## src/design/apsi_pkg.sv

```systemverilog
// Package for the articulated-part slew integrator: types, constants, codes.
`default_nettype none
package apsi_pkg;

  localparam int NUM_SLOTS_DEF = 8;
  localparam logic [15:0] ZERO_BUTTON_RESET = 16'd5;
  localparam logic signed [31:0] PI_Q16 = 32'sd205887;
  localparam logic signed [31:0] TWO_PI_Q16 = 32'sd411775;

  typedef enum logic [2:0] {
    ACT_TICK    = 3'd0,
    ACT_AXIS    = 3'd1,
    ACT_BUTTON  = 3'd2,
    ACT_CHANNEL = 3'd3,
    ACT_ENTITY  = 3'd4,
    ACT_LOAD    = 3'd5
  } action_t;

  typedef struct packed {
    logic [2:0]         action;
    logic [15:0]        delta_time;
    logic [2:0]         slot;
    logic signed [15:0] axis_value;
    logic [15:0]        button_id;
    logic               flag_on;
    logic               entity_dead;
    logic signed [31:0] slew_rate;
    logic signed [31:0] centre_value;
    logic signed [31:0] low_limit;
    logic signed [31:0] high_limit;
  } in_item_t;

  typedef struct packed {
    logic [2:0]         out_slot;
    logic signed [31:0] new_position;
    logic signed [31:0] rate_now;
    logic               last;
  } out_item_t;

  // Sequencer states for the tick walk
  typedef enum logic [2:0] {
    ST_IDLE,
    ST_FETCH,
    ST_MUL1,
    ST_MUL2,
    ST_WRITE
  } state_t;

  // Operand selection for the shared multiplier
  typedef struct packed {
    logic               sel_stick;
  } mul_ctl_t;

  function automatic logic signed [31:0] sat32(input logic signed [33:0] x);
    if (x > 34'sd2147483647) return 32'sh7fffffff;
    if (x < -34'sd2147483648) return 32'sh80000000;
    return x[31:0];
  endfunction

endpackage
`default_nettype wire

```

## src/design/apsi_mul.sv

```systemverilog
// Shared signed 32x17 multiplier with registered product.
`default_nettype none
module apsi_mul (
  input  wire                 clk,
  input  wire apsi_pkg::mul_ctl_t ctl,
  input  wire signed [31:0]   a,
  input  wire signed [15:0]   stick,
  input  wire [15:0]          dt,
  output logic signed [48:0]  prod
);
  import apsi_pkg::*;
  logic signed [16:0] b;

  // second operand: signed stick or unsigned dt
  assign b = ctl.sel_stick ? {stick[15], stick} : {1'b0, dt};

  // both operands widened to the full product width before the multiply
  always_ff @(posedge clk) begin
    prod <= 49'(a) * 49'(b);
  end
endmodule
`default_nettype wire

```

## src/design/articulated_part_slew_integrator_unit.sv

```systemverilog
// Top level of the articulated-part slew integrator.
//  channel | signals                    | handshake
//  in      | start, busy, in_item       | transfer when start && !busy
//  out     | result_valid, result       | one-cycle strobe, no stall
//  cfg     | cfg_valid, cfg_ready, cfg_data | transfer when valid && ready
// Non-tick items never make the unit busy. A running tick walks each
// enabled slot through fetch, two passes through the shared multiplier and
// write. Only the multiplier is shared.
// Synchronous reset clears all slot tables, the status flags and the channel count at once.
// Results cannot be stalled; busy is high while a tick walks the enabled slots.
`default_nettype none
module articulated_part_slew_integrator_unit #(
  parameter int NUM_SLOTS = apsi_pkg::NUM_SLOTS_DEF
) (
  input  wire                  clk,
  input  wire                  rst,
  input  wire                  start,
  output logic                 busy,
  input  wire apsi_pkg::in_item_t  in_item,
  output logic                 result_valid,
  output apsi_pkg::out_item_t  result,
  input  wire                  cfg_valid,
  output logic                 cfg_ready,
  input  wire [15:0]           cfg_data
);
  import apsi_pkg::*;
  localparam int SW = (NUM_SLOTS > 1) ? $clog2(NUM_SLOTS) : 1;

  logic signed [31:0] position [NUM_SLOTS];
  logic signed [31:0] rate_tab [NUM_SLOTS];
  logic signed [31:0] centre [NUM_SLOTS];
  logic signed [31:0] min_tab [NUM_SLOTS];
  logic signed [31:0] max_tab [NUM_SLOTS];
  logic signed [15:0] stick [NUM_SLOTS];
  logic [NUM_SLOTS-1:0] limited, enabled;
  logic homing, dead, present;
  logic [7:0] channels;
  logic [15:0] zero_button;

  state_t state, state_next;
  logic [SW-1:0] idx;
  logic [15:0] dt;
  logic all_arrived;
  logic signed [31:0] cur_rate, val;
  logic signed [48:0] prod;
  mul_ctl_t mctl;
  logic signed [31:0] mul_a;

  logic run_tick, accept;
  logic [6:0] sidx;
  logic slot_ok;
  logic more;
  logic [SW-1:0] nxt;
  logic [SW-1:0] wslot;

  assign accept = start && !busy;
  assign busy = (state != ST_IDLE);
  assign cfg_ready = 1'b1;
  assign sidx = 7'(in_item.slot);
  assign wslot = SW'(in_item.slot);
  assign slot_ok = sidx < 7'(NUM_SLOTS);
  assign run_tick = accept && in_item.action == ACT_TICK && !dead && present
                    && channels != 8'd0;

  // search next enabled slot at or after a start point (combinational scan)
  function automatic logic [SW:0] find_en(input logic [NUM_SLOTS-1:0] en,
                                          input int from);
    logic [SW:0] r;
    r = {1'b1, SW'(0)};
    for (int k = NUM_SLOTS - 1; k >= 0; k--)
      if (k >= from && en[k]) r = {1'b0, SW'(k)};
    return r;
  endfunction

  logic [SW:0] first_en, next_en;
  assign first_en = find_en(enabled, 0);
  assign next_en = find_en(enabled, int'(idx) + 1);
  assign more = !next_en[SW];
  assign nxt = next_en[SW-1:0];

  // homing side selection for the current slot
  logic signed [32:0] wrapped;
  logic toward_up;
  always_comb begin
    wrapped = 33'(position[idx]);
    if (position[idx] < -PI_Q16) wrapped = 33'(position[idx]) + 33'(TWO_PI_Q16);
    else if (position[idx] > PI_Q16) wrapped = 33'(position[idx]) - 33'(TWO_PI_Q16);
    toward_up = wrapped < 33'(centre[idx]);
  end

  // multiplier operands
  always_comb begin
    mctl.sel_stick = (state == ST_FETCH) && !homing;
    mul_a = (state == ST_FETCH) ? rate_tab[idx] : cur_rate;
  end

  apsi_mul u_mul (
    .clk(clk), .ctl(mctl), .a(mul_a), .stick(stick[idx]), .dt(dt), .prod(prod)
  );

  // next state
  always_comb begin
    state_next = state;
    case (state)
      ST_IDLE:  if (run_tick && !first_en[SW]) state_next = ST_FETCH;
      ST_FETCH: state_next = ST_MUL1;
      ST_MUL1:  state_next = ST_MUL2;
      ST_MUL2:  state_next = ST_WRITE;
      ST_WRITE: state_next = more ? ST_FETCH : ST_IDLE;
      default:  state_next = ST_IDLE;
    endcase
  end

  // final value for the slot
  logic signed [33:0] sum;
  logic signed [31:0] fin_val, fin_rate;
  logic arrive;
  always_comb begin
    sum = 34'(val) + 34'($signed(prod[47:16]));
    fin_rate = cur_rate;
    arrive = 1'b0;
    if (homing) begin
      if (toward_up ? (sum >= 34'(centre[idx])) : (sum <= 34'(centre[idx]))) begin
        sum = 34'(centre[idx]);
        fin_rate = '0;
        arrive = 1'b1;
      end
    end else if (limited[idx]) begin
      if (sum > 34'(max_tab[idx])) begin
        sum = 34'(max_tab[idx]); fin_rate = '0;
      end else if (sum < 34'(min_tab[idx])) begin
        sum = 34'(min_tab[idx]); fin_rate = '0;
      end
    end else begin
      if (sum > 34'(TWO_PI_Q16)) sum = sum - 34'(TWO_PI_Q16);
      else if (sum < -34'(TWO_PI_Q16)) sum = sum + 34'(TWO_PI_Q16);
    end
    fin_val = sat32(sum);
  end

  // outputs
  always_comb begin
    result_valid = (state == ST_WRITE);
    result.out_slot = 3'(idx);
    result.new_position = fin_val;
    result.rate_now = fin_rate;
    result.last = !more;
  end

  always_ff @(posedge clk) begin
    if (rst) begin
      state <= ST_IDLE;
      enabled <= '0;
      limited <= '0;
      homing <= 1'b0;
      dead <= 1'b0;
      present <= 1'b0;
      channels <= '0;
      zero_button <= ZERO_BUTTON_RESET;
      idx <= '0;
      for (int i = 0; i < NUM_SLOTS; i++) begin
        position[i] <= '0; rate_tab[i] <= '0; centre[i] <= '0;
        min_tab[i] <= '0; max_tab[i] <= '0; stick[i] <= '0;
      end
    end else begin
      state <= state_next;
      if (cfg_valid) zero_button <= cfg_data;
      if (accept) begin
        case (in_item.action)
          ACT_TICK: begin
            dt <= in_item.delta_time;
            idx <= first_en[SW-1:0];
            all_arrived <= 1'b1;
            if (run_tick && first_en[SW]) homing <= 1'b0;
          end
          ACT_AXIS: if (slot_ok && enabled[wslot]) begin
            stick[wslot] <= in_item.axis_value;
            homing <= 1'b0;
          end
          ACT_BUTTON: if (in_item.button_id == zero_button && in_item.flag_on)
            homing <= 1'b1;
          ACT_CHANNEL: begin
            if (in_item.flag_on) begin
              if (channels != 8'hff) channels <= channels + 8'd1;
            end else if (channels != 8'd0) channels <= channels - 8'd1;
          end
          ACT_ENTITY: begin
            present <= in_item.flag_on;
            dead <= in_item.entity_dead;
          end
          ACT_LOAD: if (slot_ok) begin
            rate_tab[wslot] <= in_item.slew_rate;
            centre[wslot] <= in_item.centre_value;
            min_tab[wslot] <= in_item.low_limit;
            max_tab[wslot] <= in_item.high_limit;
            limited[wslot] <= in_item.low_limit < in_item.high_limit;
            enabled[wslot] <= 1'b1;
          end
          default: ;
        endcase
      end
      case (state)
        ST_FETCH: begin
          val <= homing ? wrapped[31:0] : position[idx];
          if (homing) cur_rate <= toward_up ? rate_tab[idx]
                                  : sat32(-34'(rate_tab[idx]));
        end
        ST_MUL1: if (!homing) cur_rate <= sat32(34'(prod >>> 15));
        ST_WRITE: begin
          position[idx] <= fin_val;
          if (homing && !arrive) all_arrived <= 1'b0;
          if (!more && homing && (all_arrived && (arrive || !homing)))
            homing <= 1'b0;
          idx <= nxt;
        end
        default: ;
      endcase
    end
  end

`ifndef NO_ASSERTIONS
  a_no_out_idle: assert property (@(posedge clk) disable iff (rst)
    state == ST_IDLE |-> !result_valid) else $error("result outside walk");
  a_busy_walk: assert property (@(posedge clk) disable iff (rst)
    result_valid |-> busy) else $error("result while not busy");
  a_en_slot: assert property (@(posedge clk) disable iff (rst)
    result_valid |-> enabled[idx]) else $error("result for disabled slot");
`endif
endmodule
`default_nettype wire
```

## config.mk

```make
export PLATFORM = sky130hd
export DESIGN_NAME = articulated_part_slew_integrator_unit
export DESIGN_NICKNAME = d
export VERILOG_FILES = /design/src/design/apsi_pkg.sv /design/src/design/apsi_mul.sv /design/src/design/articulated_part_slew_integrator_unit.sv
export SDC_FILE = /design/constraint.sdc
export NUM_CORES = 2
export LEC_CHECK = 0
export ABC_AREA = 1
export BUFFER_PORTS_ARGS = -buffer_cell sky130_fd_sc_hd__buf_2
export CORE_UTILIZATION = 58
export CTS_CLUSTER_DIAMETER = 50
export CTS_CLUSTER_SIZE = 20
export DETAILED_ROUTE_END_ITERATION = 8
export GPL_ROUTABILITY_DRIVEN = 0
export PLACE_DENSITY_LB_ADDON = 0.25
export RECOVER_POWER = 100
export SLEW_MARGIN = 20
export SYNTH_ARGS = -nofsm -noshare
export SYNTH_HDL_FRONTEND = slang
export SYNTH_SLANG_ARGS = --single-unit
```

## constraint.sdc

```tcl
create_clock -name clk -period 8.9 [get_ports clk]
set_clock_uncertainty 0.1 [all_clocks]
set_input_delay 0.445 -clock clk [delete_from_list [all_inputs] [get_ports clk]]
set_output_delay 0.445 -clock clk [all_outputs]
set_load 0.02 [all_outputs]
```

==> results.py <==
metrics = {
    "clocking": {
        "clock_sinks": 1575,
        "clock_latency_ns": 0.82,
        "h-tree-depth": 3,
        "clk_pin_slew_ns": 0.08,
        "cts-root-buf": "clkbuf_16",
        "cts_tree": "done",
        "clk_path_buf_depth": 3,
        "cts_buffers": 120,
    },
    "yosys": {
        "synthesis.area_um2": 100000,
        "synth-compound-area-share_pct": 12.0,
        "syn_inst": 11300,
        "synth_top_family_by_area": "simple AND/OR/NAND/NOR gates",
        "ys_seq_area_share_pct": 46.4,
        "ys_ff_latch": 1575,
        "synth_xor_area_share_pct": 1.21,
        "yosysTopAreaCell": "edfxtp_1",
        "async_reset_ff_share_pct": 0,
        "synth.distinct_cells": 69,
        "synth_fa_ha_area_share_pct": 14.4,
        "synthTopCellsByArea": "edfxtp_1, fa_1, nor2_1",
        "synth_mux_area_share_pct": 0.0200,
        "ys.flop_type": "edfxtp_1",
        "ys_warn_count": 0,
        "synth_edf_count": 1489,
        "synth.top_cell.area_share_pct": 44.6,
        "synth-simple-area-share_pct": 18.1,
        "synth_fp_nets": 12300,
        "syn_area_per_cell_um2": 8.89,
    },
    "final_layout": {
        "syn_to_final_growth_pct": 8.89,
        "layout_common_cells": "nor2_1, nand2_1, edfxtp_1",
        "fin_cells": 13800,
        "fin_nets": 12400,
        "final_common_cell": "nor2_1",
        "layout-drive-gt1-share_pct": 7.15,
    },
    "sta": {
        "worst_slew_pin_slew_ns": 4.64,
        "maxSlewViolCount": 1134,
        "fin_crit_sh_pct": 98.3,
        "max-slew-margin-rel_pct": -210,
        "post-route-min-period_ns": 8.75,
        "whs_ns": 0.0253,
        "worst_slack_ns": 0.150,
        "max_freq_mhz": 114,
        "rsz0062_at_grt": "yes",
        "setup_violations": 0,
        "fin_tns_setup_ns": 0,
        "hold_viol": 0,
    },
    "grt": {
        "grt_max_degree": 156,
        "grt_pass1_wl_mm": 485,
        "antenna_found_initial": 16,
        "grt_util_all_layers_pct": 36.6,
        "grt-ovfl-total": 0,
        "grt_pass1_vias": 81600,
    },
    "setup_path": {
        "crit_path_end_kind": "output pin",
        "crit_fanout": 88,
        "critPathRequiredTime_ns": 8.36,
        "crit_top_cell": "nand2_1",
        "cp_slowest_stage_delay_ns": 0.99,
        "r2r_setup_slack_ns": 0.30,
        "reg2regPathDepth": 29,
        "worstReg2RegEnd": "u_mul.prod[46]",
        "start_kind": "flop",
        "path_class": "flop to output pin",
        "slowest_stage": "o21ai_1",
        "cp.arrival_ns": 8.20,
    },
    "drt": {
        "postRouteAntennaNets": 0,
        "drc": 0,
        "drt_wl_total_mm": 326,
        "dr.pass1.iters": 9,
        "viasPerCell": 6.15,
        "first_iter_violations": 12200,
        "wire_per_inst_um": 23.7,
        "vias": 84700,
    },
    "floorplanning": {
        "die_w_um": 418,
        "core_um2": 172000,
        "initial_utilization_pct": 58.4,
        "die-area_um2": 174000,
        "ios": 275,
        "rows": 152,
        "die_height_um": 418,
    },
    "flow_run": {
        "maxCapViolCount": 25,
    },
    "min_path": {
        "holdPathEnd": "centre[3][3]",
        "hold_path_class": "input port to flop",
        "hold_path_depth": 3,
        "hold_start": "in_item[67]",
    },
    "place": {
        "place_inst": 13400,
        "dp_hpwl_mm": 211,
        "post-place-ws_ns": 0.367,
        "port-buffer-count": 273,
    },
    "run_status": {
        "failed_checks": "max-capacitance violations, max-slew violations",
        "status": "finished, violations left",
    },
}
[repair_timing]
item,CTS,global route
setup endpoints to repair,29,68
gates cloned,2,6
pin swaps,0,1
resized for setup,4,31
endpoints found under the hold margin,349,0
buffers inserted,1,12
hold buffers,92,0
[cell type report]
| class | count | area (µm²) |
|---|---|---|
| diodes | 11 | 27.5 |
| clock buffers | 127 | 3070 |
| clock inverters | 95 | 1250 |
| fillers | 14100 | 62500 |
| inverters | 1323 | 5020 |
| multi-input cells | 7727 | 45900 |
| flip-flops and latches | 1575 | 46400 |
| well taps | 2310 | 2890 |
| repair buffers | 600 | 4420 |
| repair inverters | 1 | 8.76 |
[stage by stage]
| step | area, µm² | util (%) |
|---|---|---|
| after global routing | 109000 | 63.6 |
| after CTS | 109000 | 63.4 |
| final | 109000 | 63.6 |
| after global placement | 104000 | 60.3 |
| after floorplan | 100000 | - |
| after detailed placement | 104000 | 60.3 |
[worst max path at each step]
stage / end / slack (ns) / cells past startpoint
3_3_place_gp: u_mul.prod[43] / 0.56 / 26
3_5_place_dp: u_mul.prod[47] / 0.37 / 26
2_1_floorplan: u_mul.prod[46] / 0.58 / 44
5_1_grt: result[44] / -0.10 / 27
6_report: result[44] / 0.15 / 29
4_1_cts: result[29] / 0.06 / 37
[state kept, by name (all words and copies together), names as in the netlist, 32 cells and up, named ones only]
| name | count |
|---|---|
| centre | 256 |
| max_tab | 256 |
| stick | 128 |
| u_mul.prod | 34 |
| position | 256 |
| cur_rate | 32 |
| rate_tab | 256 |
| val | 32 |
| min_tab | 256 |
[per-layer routing]
metal	wire length, µm	share of wire [%]	global-route usage (%)
met1	115000	35	46.9
met2	147000	45	57.1
met3	40900	13	7.81
met4	23000	7.1	22.6
met5	88	0.027	0
[Yosys cell counts (35+ instances only)]
library cell / number
o22ai_1: 241
nand4_1: 74
nor3_1: 71
buf_2: 137
clkbuf_1: 400
o221ai_1: 69
buf_4: 42
nand3_1: 261
edfxtp_1: 1489
dfxtp_1: 86
o21ai_0: 1089
ha_1: 321
nor4_1: 35
a21oi_1: 546
clkinv_1: 40
o21ai_1: 97
fa_1: 522
nor2_1: 2265
or2_2: 36
inv_1: 1276
o211ai_1: 50
xor2_1: 104
nand2_1: 1734
[critical path, delay by kind of cell, from the launching register on]
| kind | cells | cell delay [ns] |
|---|---|---|
| xor+xnor | 1 | 0.25 |
| buf+inv | 11 | 2.81 |
| flops | 1 | 0.39 |
| fa+ha+maj | 1 | 0.43 |
| simple gates | 12 | 1.71 |
| compound gates | 4 | 1.64 |
[cell families after synthesis]
group / Yosys count
AND/OR/NAND/NOR: 4545
buffers and inverters: 1962
flip-flops: 1575
other: 1
AO/OA/AOI/OAI: 2198
adder cells (fa/ha/maj): 843
XOR/XNOR: 138
multiplexers: 2
Power is left out: the tool's default activity adds up to more than one toggle a clock period on the data nets, which glitch-free logic cannot reach.
